## src/rtl/cylinder_wireframe_vertices_defines.svh

```systemverilog
// Assertion macros used by the cylinder wireframe vertex RTL.
// Included by cwv_back, which checks its own control logic.
`ifndef CYLINDER_WIREFRAME_VERTICES_DEFINES_SVH
`define CYLINDER_WIREFRAME_VERTICES_DEFINES_SVH
`ifndef SYNTHESIS
`define CWV_ASSERT(name, prop) \
  name: assert property (@(posedge clk_i) disable iff (!rst_ni) prop) \
    else $error("cwv assertion failed");
`define CWV_NEVER(name, cond) \
  `CWV_ASSERT(name, !(cond))
`else
`define CWV_ASSERT(name, prop)
`define CWV_NEVER(name, cond)
`endif
`endif

```

## src/rtl/cwv_pkg.sv

```systemverilog
// Types, constants and trig tables for the cylinder wireframe vertex block.
// No dependencies.
package cwv_pkg;

  localparam int LINES  = 32;
  localparam int LINE_W = $clog2(LINES);

  localparam logic signed [31:0] UP_LIMIT    = 32'sd1072668082;
  localparam longint             CORDIC_GAIN = 64'sd652032874;

  localparam longint ATAN_TURNS [30] = '{
    536870912, 316933406, 167458907, 85004756, 42667331, 21354465,
    10679838, 5340245, 2670163, 1335087, 667544, 333772, 166886, 83443,
    41722, 20861, 10430, 5215, 2608, 1304, 652, 326, 163, 81, 41, 20, 10,
    5, 3, 1
  };

  typedef logic signed [31:0] q30_t;
  typedef q30_t trig_tab_t [LINES];

  typedef struct packed {
    logic signed [23:0] sx;
    logic signed [23:0] sy;
    logic signed [23:0] sz;
    logic signed [23:0] ex;
    logic signed [23:0] ey;
    logic signed [23:0] ez;
    logic [22:0]        radius;
    logic [15:0]        red;
    logic [15:0]        green;
    logic [15:0]        blue;
    logic [15:0]        alpha;
  } req_t;

  typedef struct packed {
    logic signed [23:0] sx;
    logic signed [23:0] sy;
    logic signed [23:0] sz;
    logic signed [24:0] dx;
    logic signed [24:0] dy;
    logic signed [24:0] dz;
    logic [22:0]        radius;
    logic [15:0]        red;
    logic [15:0]        green;
    logic [15:0]        blue;
    logic [15:0]        alpha;
  } seg_t;

  typedef struct packed {
    seg_t seg;
    q30_t rx;
    q30_t ry;
    q30_t rz;
    q30_t vx;
    q30_t vy;
    q30_t vz;
  } frame_t;

  function automatic trig_tab_t cordic_tab(input logic want_sin);
    trig_tab_t tab;
    longint    z;
    longint    x;
    longint    y;
    longint    xs;
    longint    ys;
    logic      neg;
    for (int k = 0; k < LINES; k++) begin
      z = (longint'(k) <<< 32) / LINES;
      if (z >= 64'sh8000_0000) z = z - 64'sh1_0000_0000;
      neg = 1'b0;
      x   = CORDIC_GAIN;
      y   = 0;
      if (z > (64'sd1 <<< 30)) begin
        z   = z - (64'sd1 <<< 31);
        neg = 1'b1;
      end else if (z < -(64'sd1 <<< 30)) begin
        z   = z + (64'sd1 <<< 31);
        neg = 1'b1;
      end
      for (int i = 0; i < 30; i++) begin
        xs = x >>> i;
        ys = y >>> i;
        if (z >= 0) begin
          x = x - ys;
          y = y + xs;
          z = z - ATAN_TURNS[i];
        end else begin
          x = x + ys;
          y = y - xs;
          z = z + ATAN_TURNS[i];
        end
      end
      if (want_sin) tab[k] = q30_t'(neg ? -y : y);
      else          tab[k] = q30_t'(neg ? -x : x);
    end
    return tab;
  endfunction

  localparam trig_tab_t COS_TAB = cordic_tab(1'b0);
  localparam trig_tab_t SIN_TAB = cordic_tab(1'b1);

endpackage

```

## src/rtl/cwv_queue.sv

```systemverilog
// Two-entry frame queue between the frame unit and the vertex pipeline.
// Uses cwv_pkg.
module cwv_queue import cwv_pkg::*; (
  input  logic   clk_i,
  input  logic   rst_ni,
  input  logic   push_i,
  input  frame_t frame_i,
  output logic   full_o,
  input  logic   pop_i,
  output logic   valid_o,
  output frame_t frame_o
);

  frame_t     mem_q [2];
  logic       wp_q, rp_q;
  logic [1:0] cnt_q;

  assign full_o  = (cnt_q == 2'd2);
  assign valid_o = (cnt_q != 2'd0);
  assign frame_o = mem_q[rp_q];

  always_ff @(posedge clk_i) begin
    if (push_i) mem_q[wp_q] <= frame_i;
  end

  always_ff @(posedge clk_i or negedge rst_ni) begin
    if (!rst_ni) begin
      wp_q  <= 1'b0;
      rp_q  <= 1'b0;
      cnt_q <= 2'd0;
    end else begin
      if (push_i) wp_q <= !wp_q;
      if (pop_i)  rp_q <= !rp_q;
      case ({push_i, pop_i})
        2'b10:   cnt_q <= cnt_q + 2'd1;
        2'b01:   cnt_q <= cnt_q - 2'd1;
        default: cnt_q <= cnt_q;
      endcase
    end
  end

endmodule

```

## config.mk

```make
export PLATFORM = sky130hd
export DESIGN_NAME = cwv_queue
export DESIGN_NICKNAME = d
export VERILOG_FILES = /design/src/rtl/cylinder_wireframe_vertices_defines.svh /design/src/rtl/cwv_pkg.sv /design/src/rtl/cwv_queue.sv
export SDC_FILE = /design/constraint.sdc
export NUM_CORES = 1
export LEC_CHECK = 0
export ABC_CLOCK_PERIOD_IN_PS = 58600
export BUFFER_PORTS_ARGS = -buffer_cell sky130_fd_sc_hd__buf_2
export CAP_MARGIN = 10
export CORE_AREA = 2 2 339 341
export DETAILED_ROUTE_END_ITERATION = 8
export DIE_AREA = 0 0 341 343
export PLACE_DENSITY = 0.55
export SKIP_LAST_GASP = 1
export SYNTH_ARGS = -nofsm -noshare
export SYNTH_HDL_FRONTEND = slang
export SYNTH_SLANG_ARGS = --single-unit
```

## constraint.sdc

```tcl
create_clock -name clk_i -period 58.6 [get_ports clk_i]
set_input_delay 5.86 -clock clk_i [delete_from_list [all_inputs] [get_ports clk_i]]
set_output_delay 5.86 -clock clk_i [all_outputs]
set_load 0.03 [all_outputs]
```

Word-level counts from Yosys, hierarchy flattened
Memories as Yosys holds them, arrays and structs flattened.
Index checks and enable logic that the tools add are counted.
{"block": "totals", "input_bits": 430, "word_cells": 16, "ramBits": 852, "out_inout_bits": 428, "ff_bits": 4, "memories": 1}
{"memory": "mem_q", "words": 2, "width": 426, "read_ports": 1, "rd_clocked_by_memory_dff": 0, "write_ports": 1, "line_no": "cwv_queue.sv:14", "text": "frame_t mem_q [2];"}
{"block": "op_classes", "addsub": 2, "eq_ne": 3, "muxes": 3, "reduce_logical": 4}
{"operator": "2-bit == test (second input constant)", "n": 2}
{"operator": "2-bit one-hot mux with 2 select lines", "n": 1}
{"operator": "2-bit nonzero test", "n": 2}
{"operator": "2-bit by 1-bit adder with 2-bit output (second input constant)", "n": 1}
{"operator": "2-bit by 1-bit == test with 1-bit output (second input constant)", "n": 1}
{"operator": "1-bit logical NOT", "n": 2}
{"operator": "1-bit 2-to-1 mux", "n": 2}
{"operator": "2-bit by 1-bit subtractor with 2-bit output (second input constant)", "n": 1}

Depth between registers and ports, before layout
Gate-level depths: netlist (run 1).
{"block": "logic_depth", "ltp_word": 2, "depth_mapped": 5, "mapped_depth_nobuf": 5}

Least setup slack after synthesis (run 1)
Ideal clock, no wire load.
{"block": "synth_path", "kind": "input-to-reg", "start": "input port push_i", "end": "memory mem_q[0][0] (netlist bit) (enable)", "n_path_buf": 0, "slack_ps": 33622, "arrival_ps": 23741, "path_stages": 2, "setup_ps": 1237, "cell_sequence": "inv_1 > nor2_1"}
{"block": "synth_between", "elab_chain_len": 2}
{"item": "start, declared", "line_no": "cwv_queue.sv:6", "text": "input logic push_i,"}
{"item": "1-bit 2-to-1 mux", "line_no": "cwv_queue.sv:23", "text": "if (push_i) mem_q[wp_q] <= frame_i;"}
{"item": "1-bit 2-to-1 mux (not written as such)", "line_no": "cwv_queue.sv:23"}
{"item": "end, declared", "line_no": "cwv_queue.sv:14"}
Every way passes these cells.

==> summary.md, run 1 <==
| Metric | Value |
|---|---|
| # rows | `between 100 and 150` |
| Cell area after synthesis | `between 0.03 and 0.04 sq mm` |
| Final HPWL from detailed placement | `between 50 and 60 mm` |
| Multi-input gate area | `between 0.005 and 0.006 sq mm` |
| Reg2reg end | `mem_q[1][299]` |
| Max Clk Rate | `around 100 MHz` |
| Routed vias/inst | `between 4 and 5` |
| Synth Area in Adders | `0.0004033` |
| Hold buffers post-CTS | `0` |
| Slew headroom | `0.2406` |
| Vias | `16060` |
| Area share of and/or/nand/nor cells after synthesis | `0.0008468` |
| GR Overflow Total | `0` |
| Complex-gate fraction of the synthesized area | `0` |
| Gate Count Post-Synth | `between 1000 and 1500` |
| Longest Clk Path Bufs | `3` |
| Starting DRT DRC Count | `755` |
| Count leader, synth | `edfxtp_1` |
| Max Slew Vio Count | `0` |
| CTS sink cnt | `856` |
| H-tree Lvls | `3` |
| Pwr Density | `~53 mW/mm^2` |
| Post-CTS Setup Inserts | `0` |
| Fin crit share | `0.1700` |
| Sequential cell area | `0.02569 sq mm` |
| TritonCTS Buffers | `92` |
| WP data required | `approximately 53 ns` |
| Area contributors post-synth | `edfxtp_1 82%, mux2_2 14%, mux2_4 1.5%` |
| RSZ-0062 raised after global routing | `no` |
| Post-Syn Nets | `~1800` |
| Clk_lat worst skew | `about 0.65 ns` |
| Tightest Pin Transition | `~1.1 ns` |
| Clk slew on worst S/H paths | `about 0.060 ns` |
| # setup viols final | `0` |
| Post-DRT Antenna Nets | `0` |
| R2R cell count | `3` |
| Global-route wire length before repair | `~110 mm` |
| Synth Flop Type | `edfxtp_1` |
| IO Port Bufs | `around 860` |
| Synth top cells by count | `852 x edfxtp_1, 396 x mux2_2, 30 x buf_4, 30 x mux2_4, 13 x buf_2` |
| WHS | `approximately 0.49 ns` |
| Initial Utilization | `0.2736` |
| Post-synth EDFFs | `about 850` |
| Die area | `between 0.1 and 0.15 sq mm` |
| Min-delay worst type | `flip-flop to flip-flop` |
| Fraction of layout instances using a drive strength above 1 | `0.6112` |
| Worst R2R Start | `wp_q` |
| Critical Path Source | `rp_q` |
| Post-CTS Resized | `0` |
| Synth async-reset ratio | `0.004673` |
| Yosys cell types | `15` |
| Leakage | `~15 nW` |
| Setup clock skew after layout | `between 0.015 and 0.02 ns` |
| Final hold vios | `0` |
| I/O Pins | `about 860` |
| Seq cells post-synth | `approximately 860` |
| Nets | `roughly 2700` |
| CP Launch Type | `flip-flop` |
| Crit path capture type | `primary output` |
| Maximum vdd drop | `0.03094 mV` |
| Gr usage total | `0.1249` |
| End point of the critical path | `frame_o[339]` |
| Sequential-to-total area share from yosys stat | `0.8278` |
| Die Span X | `around 340 um` |
| Outcome | `completed` |
| Fill count | `between 10000 and 15000` |
| P&R area growth vs syn | `28.76%` |
| R2r setup slk | `around 55 ns` |
| # DRC | `0` |
| Mux contribution to synthesized area | `0.1582` |
| RePlAce Congestion | `0.9119` |
| CP Data Arrival Time | `around 4.1 ns` |
| Largest net degree at the start of global routing | `roughly 150` |
| CTS tree | `done` |
| Syn avg cell area | `between 20 and 25 sq um` |
| Clock root buffer | `clkbuf_16` |
| Initial antenna violation count | `33` |
| Worst-path fanout max | `approximately 80` |
| Synth top area share | `0.8246` |
| Max_cap viols | `0` |
| Die Y | `343 um` |
| Core area | `about 0.11 sq mm` |
| Crit path kind | `flip-flop to primary output` |
| Main combinational cell family by area after synthesis | `multiplexers` |
| Yosys warns | `0` |
| DR pass1 iterations | `4` |
| Setup_tns | `0 ns` |
| Fin crit period | `9.959 ns` |
| Xor/xnor share of the synthesized area | `0.001411` |
| DRT Wirelength | `77.73 mm` |
| Vias in the first global route | `around 17000` |
| Post-synth top area cell | `edfxtp_1` |
| Routed length per instance | `around 20 um` |
[kinds of logic after synthesis]
group / count (synthesis)
flip-flops: 856
multiplexers: 426
buffers and inverters: 49
XOR/XNOR: 5
AND/OR/NAND/NOR: 5
adder cells (fa/ha/maj): 1
[worst max-delay path: stages, from the launching register on]
cell     delay, ns
dfrtp_4       0.95
buf_4         0.77
buf_4         0.89
mux2_2        0.45
buf_2         0.19
[layer usage]
metal / wire length (um) / GRT usage
met5: 156 / 0
met2: 41090 / 0.2276
met3: 6812 / 0.04588
met4: 2885 / 0.05910
met1: 26790 / 0.1259
[final cells by class]
class | count | area share
Sequential cell | 856 | 0.6430
Multi-Input combinational cell | 437 | 0.1252
Timing Repair Buffer | 874 | 0.1109
Clock buffer | 109 | 0.05975
Tap cell | 1512 | 0.04735
Clock inverter | 61 | 0.01262
Antenna cell | 18 | 0.001127
Inverter | 1 | 0.00009395
[worst min path at each step]
stage | from | slack, ns | endpoint | cells after the start
floorplan | cnt_q[1] | 0.45 | cnt_q[1] | 1
global placement | cnt_q[1] | 0.46 | cnt_q[1] | 1
detailed placement | cnt_q[1] | 0.49 | cnt_q[1] | 1
CTS | cnt_q[1] | 0.50 | cnt_q[1] | 1
global route | cnt_q[1] | 0.53 | cnt_q[1] | 1
finish | cnt_q[1] | 0.49 | cnt_q[1] | 1
[registers in the layout (all words and copies together) (netlist names)]
signal,flops
mem_q,852
rp_q,1
wp_q,1
cnt_q,2
[cells in the final DEF, fill, tap and decap left out, drive strengths merged]
cell type  instances
ha                 1
nor2               2
clkinv            46
xnor2              2
diode             18
or2                1
and2               1
nor2b              1
clkbuf           109
edfxtp           852
inv                9
dfrtp              4
mux2             426
xor2               3
buf              874
clkinvlp           2
bufinv             5
[through the flow]
stage	area, sq um	cells	power, W	setup WS, ns	util
final	39950	3868	0.002133	48.64	0.3523
after CTS	39910	3850	0.002169	48.44	0.3519
after global routing	39930	3860	0.002223	48.35	0.3521
after detailed placement	37020	3680	0.001607	49.20	0.3264
after global placement	37020	3680	0.001598	49.25	0.3264
after floorplan	31030	1342	0.001460	33.62	-
[report_power, final]
| part | total [W] | switching (W) | internal (W) |
|---|---|---|---|
| Clock | 0.000553 | 0.000237 | 0.000316 |
| Combinational | 0.000733 | 0.000495 | 0.000239 |
| Sequential | 0.000846 | 0.0000329 | 0.000814 |
Note: power is estimated with default switching activity, not from simulation.
==> run 2, diff against run 1 <==
--- a/config.mk
+++ b/config.mk
@@ -5,13 +5,13 @@
 export SDC_FILE = /design/constraint.sdc
 export NUM_CORES = 1
 export LEC_CHECK = 0
-export ABC_CLOCK_PERIOD_IN_PS = 58600
+export ABC_CLOCK_PERIOD_IN_PS = 8900
 export BUFFER_PORTS_ARGS = -buffer_cell sky130_fd_sc_hd__buf_2
 export CAP_MARGIN = 10
 export CORE_AREA = 2 2 339 341
 export DETAILED_ROUTE_END_ITERATION = 8
 export DIE_AREA = 0 0 341 343
-export PLACE_DENSITY = 0.55
+export PLACE_DENSITY = 0.57
 export SKIP_LAST_GASP = 1
 export SYNTH_ARGS = -nofsm -noshare
 export SYNTH_HDL_FRONTEND = slang
==> constraint.sdc (replaced) <==
create_clock -name clk_i -period 8.9 [get_ports clk_i]
set_input_delay 0.89 -clock clk_i [delete_from_list [all_inputs] [get_ports clk_i]]
set_output_delay 0.89 -clock clk_i [all_outputs]
set_load 0.03 [all_outputs]
==> run 2 against run 1 <==
Effect of this change: global-route usage shrank 0.87 points; critical path depth is the same; clock skew grew 0.0010 ns; cell area is essentially flat; via count shrank 1.2%; combinational power grew to 6.6 times the previous value; setup slack lost 44 ns; critical path type unchanged.
==> summary.md, run 2 (same netlist as run 1, synthesis figures left out) <==
| Metric | Value |
|---|---|
| Clk slew on worst S/H paths | `roughly 0.06 ns` |
| Sequential cell area | `roughly 0.026 sq mm` |
| Final HPWL from detailed placement | `about 50 mm` |
| Fin crit share | `0.4922` |
| IO Port Bufs | `857` |
| Outcome | `completed` |
| Fill count | `between 10000 and 15000` |
| DRT Wirelength | `about 72 mm` |
| Max Slew Vio Count | `0` |
| CTS sink cnt | `856` |
| Fraction of layout instances using a drive strength above 1 | `0.6091` |
| Routed vias/inst | `4.120` |
| Multi-input gate area | `approximately 0.005 sq mm` |
| Max Clk Rate | `228.3 MHz` |
| GR Overflow Total | `0` |
| Number of flip-flops under the largest register name | `about 850` |
| Tightest Pin Transition | `about 1.2 ns` |
| Largest net degree at the start of global routing | `between 150 and 200` |
| # DRC | `0` |
| Biggest regs | `mem_q: 852 flops, cnt_q: 2 flops` |
| Die area | `~0.12 sq mm` |
| Post-DRT Antenna Nets | `0` |
| Leakage | `between 10 and 15 nW` |
| Die Span X | `approximately 340 um` |
| Largest Register | `mem_q` |
| Global-route wire length before repair | `~100 mm` |
| Core area | `0.1134 sq mm` |
| CP Launch Type | `flip-flop` |
| Routed length per instance | `around 19 um` |
| Final Cell Area | `approximately 0.040 sq mm` |
| Initial Utilization | `0.2736` |
| DR pass1 iterations | `4` |
| Max_cap viols | `0` |
| # rows | `between 100 and 150` |
| Max incr delay on CP | `1.00 ns` |
| CTS tree | `done` |
| P&R area growth vs syn | `28.72%` |
| Min-delay worst type | `input pin to flip-flop` |
| Clock root buffer | `clkbuf_16` |
| Starting DRT DRC Count | `around 770` |
| Gr usage total | `0.1162` |
| Pwr Density | `348.3 mW/mm^2` |
| Fin crit period | `about 4.4 ns` |
| Maximum vdd drop | `~0.22 mV` |
| CP max-delay cell | `dfrtp_4` |
| Post-place instance area | `0.03708 sq mm` |
| Die Y | `roughly 340 um` |
| Longest Clk Path Bufs | `3` |
| Vias | `around 16000` |
| Vias in the first global route | `17120` |
| Critical Path Source | `rp_q` |
| Worst-path fanout max | `74` |
| Clk_lat worst skew | `0.65 ns` |
| Crit path cell chain | `buf_12 > buf_4 > mux2_2 > buf_2` |
| Slew headroom | `0.1952` |
| TritonCTS Buffers | `about 90` |
| Leading cell type in the layout, fill and taps excluded | `buf_2` |
| WP data required | `~8 ns` |
| RePlAce Congestion | `roughly 0.83` |
| Most frequent cells in the layout | `857 x buf_2, 852 x edfxtp_1, 396 x mux2_2, 94 x clkbuf_16, 30 x mux2_4` |
| Nets | `around 2700` |
| Crit path kind | `flip-flop to primary output` |
| Crit path capture type | `primary output` |
| Worst Hold Launch | `frame_i[263]` |
| CP Data Arrival Time | `around 3.5 ns` |
| H-tree Lvls | `3` |
| Worst R2R Start | `wp_q` |
| RSZ-0062 raised after global routing | `no` |
| Initial antenna violation count | `19` |
| Setup_tns | `0 ns` |
| Setup clock skew after layout | `about 0.020 ns` |
| Final hold vios | `0` |
| I/O Pins | `858` |
| # setup viols final | `0` |
[run 2: routing by layer]
| layer | vias to the layer above | track usage | wire length, um |
|---|---|---|---|
| met5 | - | 0 | 65 |
| met4 | 12 | 0.03992 | 1697 |
| met3 | 129 | 0.04715 | 6947 |
| met2 | 637 | 0.2095 | 37960 |
| met1 | 7868 | 0.1222 | 25640 |
| li1 | 7224 | - | - |
[run 2: layout make-up]
cell class / instances / area share
sequential: 856 / 0.6432
inverter: 1 / 0.00009399
antenna: 12 / 0.0007519
multi-input combinational: 437 / 0.1253
tap: 1512 / 0.04737
clock buffer: 120 / 0.06134
clock inverter: 41 / 0.008678
timing repair buffer: 873 / 0.1133
[run 2: worst max-delay path: cells and delay by family (launching register included)]
family   cells  cell delay, ns
buf+inv      3            1.19
flops        1            1.00
mux          1            0.42
[run 2: final timing paths]
check,endpoint,slack [ns],cells past startpoint
worst min-delay path,mem_q[0][263],0.42,1
max in group asynchronous,rp_q,8.18,2
min in group asynchronous,wp_q,0.58,2
worst min register to register,cnt_q[1],0.48,1
worst max register to register,mem_q[1][423],5.64,3
worst max-delay path,frame_o[60],4.52,4
[run 2: power by group]
part,total [W],internal [W],switching [W]
Combinational,0.00482,0.00160,0.00322
Sequential,0.00557,0.00536,0.000213
Clock,0.00352,0.00200,0.00152
Total,0.0139,0.00896,0.00495
[run 2: metrics by stage]
stage	std cells	setup WS, ns	hold WS, ns	power (W)	utilization
finish	3852	4.520	0.4185	0.01391	0.3521
global route	3846	4.323	0.3519	0.01449	0.3520
global placement	3677	5.136	0.4678	0.01047	0.3269
detailed placement	3677	5.099	0.4776	0.01054	0.3269
CTS	3839	4.427	0.3325	0.01413	0.3517
floorplan	1342	1.253	0.4481	0.009286	-
[run 2: repair_timing]
action,CTS,global route
setup endpoints to repair,0,0
buffers inserted,0,0
hold endpoints to repair,4,0
gates resized for setup,0,0
hold buffers,1,0
==> run 3, diff against run 2 <==
--- a/config.mk
+++ b/config.mk
@@ -5,13 +5,14 @@
 export SDC_FILE = /design/constraint.sdc
 export NUM_CORES = 1
 export LEC_CHECK = 0
-export ABC_CLOCK_PERIOD_IN_PS = 8900
+export ABC_AREA = 1
+export ABC_CLOCK_PERIOD_IN_PS = 3900
 export BUFFER_PORTS_ARGS = -buffer_cell sky130_fd_sc_hd__buf_2
 export CAP_MARGIN = 10
-export CORE_AREA = 2 2 339 341
+export CORE_AREA = 2 2 332 334
 export DETAILED_ROUTE_END_ITERATION = 8
-export DIE_AREA = 0 0 341 343
-export PLACE_DENSITY = 0.57
+export DIE_AREA = 0 0 334 336
+export PLACE_DENSITY = 0.59
 export SKIP_LAST_GASP = 1
 export SYNTH_ARGS = -nofsm -noshare
 export SYNTH_HDL_FRONTEND = slang
==> constraint.sdc (replaced) <==
create_clock -name clk_i -period 3.9 [get_ports clk_i]
set_input_delay 0.39 -clock clk_i [delete_from_list [all_inputs] [get_ports clk_i]]
set_output_delay 0.39 -clock clk_i [all_outputs]
set_load 0.03 [all_outputs]
==> run 3 against run 2 <==
Effect of this change: via count is 33% higher; clock skew is 0.0055 ns higher; hold slack got worse by 0.31 ns; critical endpoint is now frame_o[322]; first-iteration DRC count grew 70%; synthesized cell count grew 68%; cell area rose by 13%; sequential share of layout area fell by 7.1 points.
==> summary.md, run 3 <==
| Metric | Value |
|---|---|
| IO Port Bufs | `around 860` |
| RePlAce Congestion | `between 0.8 and 0.9` |
| WHS | `0.1117 ns` |
| Area contributors post-synth | `edfxtp_1 81%, o21ai_0 6.1%, inv_1 5.1%` |
| H-tree Lvls | `3` |
| Final hold vios | `0` |
| Number of flip-flops under the largest register name | `between 800 and 900` |
| Clk_lat worst skew | `between 0.6 and 0.7 ns` |
| Pwr Density | `754.2 mW/mm^2` |
| Hold buffers post-CTS | `around 430` |
| Fraction of layout instances using a drive strength above 1 | `0.2813` |
| Setup clock skew after layout | `approximately 0.025 ns` |
| Area share of and/or/nand/nor cells after synthesis | `0.05178` |
| Max Clk Rate | `between 300 and 400 MHz` |
| Starting DRT DRC Count | `approximately 1300` |
| Routed length per instance | `between 15 and 20 um` |
| Longest Clk Path Bufs | `3` |
| Leading cell type in the layout, fill and taps excluded | `buf_2` |
| Max incr delay on CP | `roughly 0.72 ns` |
| Synth top area share | `0.8076` |
| Biggest regs | `mem_q: 852 flops, cnt_q: 2 flops` |
| Core Util, Final | `0.4145` |
| Routed vias/inst | `about 4.2` |
| CP bufs+invs | `4` |
| Post-synth EDFFs | `roughly 850` |
| Count leader, synth | `edfxtp_1` |
| CP max-delay cell | `dfrtp_4` |
| Slew headroom | `0.4419` |
| Mux contribution to synthesized area | `0` |
| R2r setup slk | `roughly 1.6 ns` |
| # rows | `between 100 and 150` |
| CP Data Arrival Time | `2.66 ns` |
| Outcome | `completed` |
| P&R area growth vs syn | `41.81%` |
| Maximum vdd drop | `about 0.53 mV` |
| CP Launch Type | `flip-flop` |
| Min-delay worst type | `input pin to asynchronous set/reset pin` |
| Synth top cells by count | `852 x edfxtp_1, 432 x inv_1, 432 x nand2_1` |
| Worst-path fanout max | `56` |
| Vias | `21080` |
| Seq cells post-synth | `856` |
| Post-CTS Setup Inserts | `0` |
| Post-Syn Nets | `2680` |
| DRT Wirelength | `between 80 and 90 mm` |
| Gate Count Post-Synth | `between 2000 and 2500` |
| GR Overflow Total | `0` |
| Die Span X | `334 um` |
| Setup_tns | `0 ns` |
| Final setup margin | `approximately 0.85 ns` |
| Vias in the first global route | `21010` |
| Nets | `about 4000` |
| Die Y | `around 340 um` |
| # DRC | `0` |
| Largest Register | `mem_q` |
| RSZ-0062 raised after global routing | `no` |
| WP data required | `around 3.5 ns` |
| Synth async-reset ratio | `0.004673` |
| Clock root buffer | `clkbuf_16` |
| Largest net degree at the start of global routing | `between 150 and 200` |
| # setup viols final | `0` |
| Post-CTS Resized | `0` |
| Die area | `0.1122 sq mm` |
| Core area | `0.1084 sq mm` |
| Complex-gate fraction of the synthesized area | `0.06730` |
| Post-synth top area cell | `edfxtp_1` |
| Synth Area in Adders | `0.0003949` |
| Most used cell, CP | `buf_12` |
| Crit path capture type | `primary output` |
| Initial antenna violation count | `5` |
| Post-DRT Antenna Nets | `0` |
| CTS tree | `done` |
| DP Worst Slack | `1.358 ns` |
| Global-route wire length before repair | `~120 mm` |
| Clk slew on worst S/H paths | `about 0.060 ns` |
| Yosys warns | `0` |
| Final HPWL from detailed placement | `56.53 mm` |
| Fin crit share | `0.7817` |
| Main combinational cell family by area after synthesis | `buffers and inverters` |
| Max Slew Vio Count | `0` |
| CTS sink cnt | `between 800 and 900` |
| Max_cap viols | `0` |
| Crit path cell chain | `buf_12 > buf_12 > buf_12 > nand2_1 > o21ai_0 > buf_2` |
| Gr usage total | `0.1417` |
| DR pass1 iterations | `4` |
| Synth Flop Type | `edfxtp_1` |
| Tightest Pin Transition | `about 0.83 ns` |
| Most frequent cells in the layout | `857 x buf_2, 852 x edfxtp_1, 431 x inv_1, 431 x nand2_1, 429 x dlygate4sd3_1` |
| Cell area after synthesis | `roughly 0.032 sq mm` |
| I/O Pins | `858` |
| Syn avg cell area | `approximately 14 sq um` |
| Crit path kind | `flip-flop to primary output` |
| Xor/xnor share of the synthesized area | `0.0008294` |
| Critical path's top delay family | `buffers and inverters` |
| TritonCTS Buffers | `just over 90` |
| Yosys cell types | `16` |
| Fin crit period | `just over 3 ns` |
| Sequential-to-total area share from yosys stat | `0.8107` |
| Leakage | `around 19 nW` |
| Initial Utilization | `0.2923` |
## run 3: final timing paths
check,start,endpoint,cells after the start
worst max-delay path,rp_q,frame_o[322],6
worst min-delay path,rst_ni,wp_q,2
worst max register to register,wp_q,mem_q[1][359],4
worst min register to register,cnt_q[1],cnt_q[1],2
max in group asynchronous,rst_ni,rp_q,2
min in group clk_i,frame_i[57],mem_q[1][57],2
## run 3: cells by family after synthesis
group | Yosys count
DFF | 856
xor gates and xnor gates | 3
adders and majority gates | 1
and+or+nand+nor | 436
AOI/OAI and AO/OA | 426
buffers and inverters | 527
## run 3: where the power goes
part / switching (W) / internal, W / leakage, nW / total (W)
Combinational: 0.00965 / 0.00313 / 9.37 / 0.0128
Sequential: 0.000448 / 0.0122 / 8.04 / 0.0126
Clock: 0.00347 / 0.00499 / 1.40 / 0.00847
Total: 0.0136 / 0.0203 / 18.8 / 0.0339
## run 3: area by class of cell
cell class	instances	area, sq um
inverters	432	1625
repair buffers	1330	9089
clock buffers	113	2381
fillers	10040	63470
flip-flops and latches	856	25690
well taps	1414	1769
clock inverters	54	550.5
diodes	2	5.005
multi-input cells	866	3821
## run 3: per-layer routing
| metal | vias up | part of all wire | global-route usage | routed length (um) |
|---|---|---|---|---|
| li1 | 10290 | - | - | - |
| met1 | 9890 | 0.37 | 0.1553 | 31130 |
| met2 | 725 | 0.51 | 0.2513 | 42170 |
| met3 | 172 | 0.078 | 0.04740 | 6481 |
| met4 | 4 | 0.040 | 0.05818 | 3340 |
| met5 | - | 0.00026 | 0 | 22 |
## run 3: metrics by stage
step                area [sq um]  power (W)  cells
CTS                        44920    0.03430   5065
global placement           37700    0.02526   4469
global route               44930    0.03554   5066
floorplan                  31700    0.02147   2249
detailed placement         37700    0.02538   4469
finish                     44930    0.03389   5067
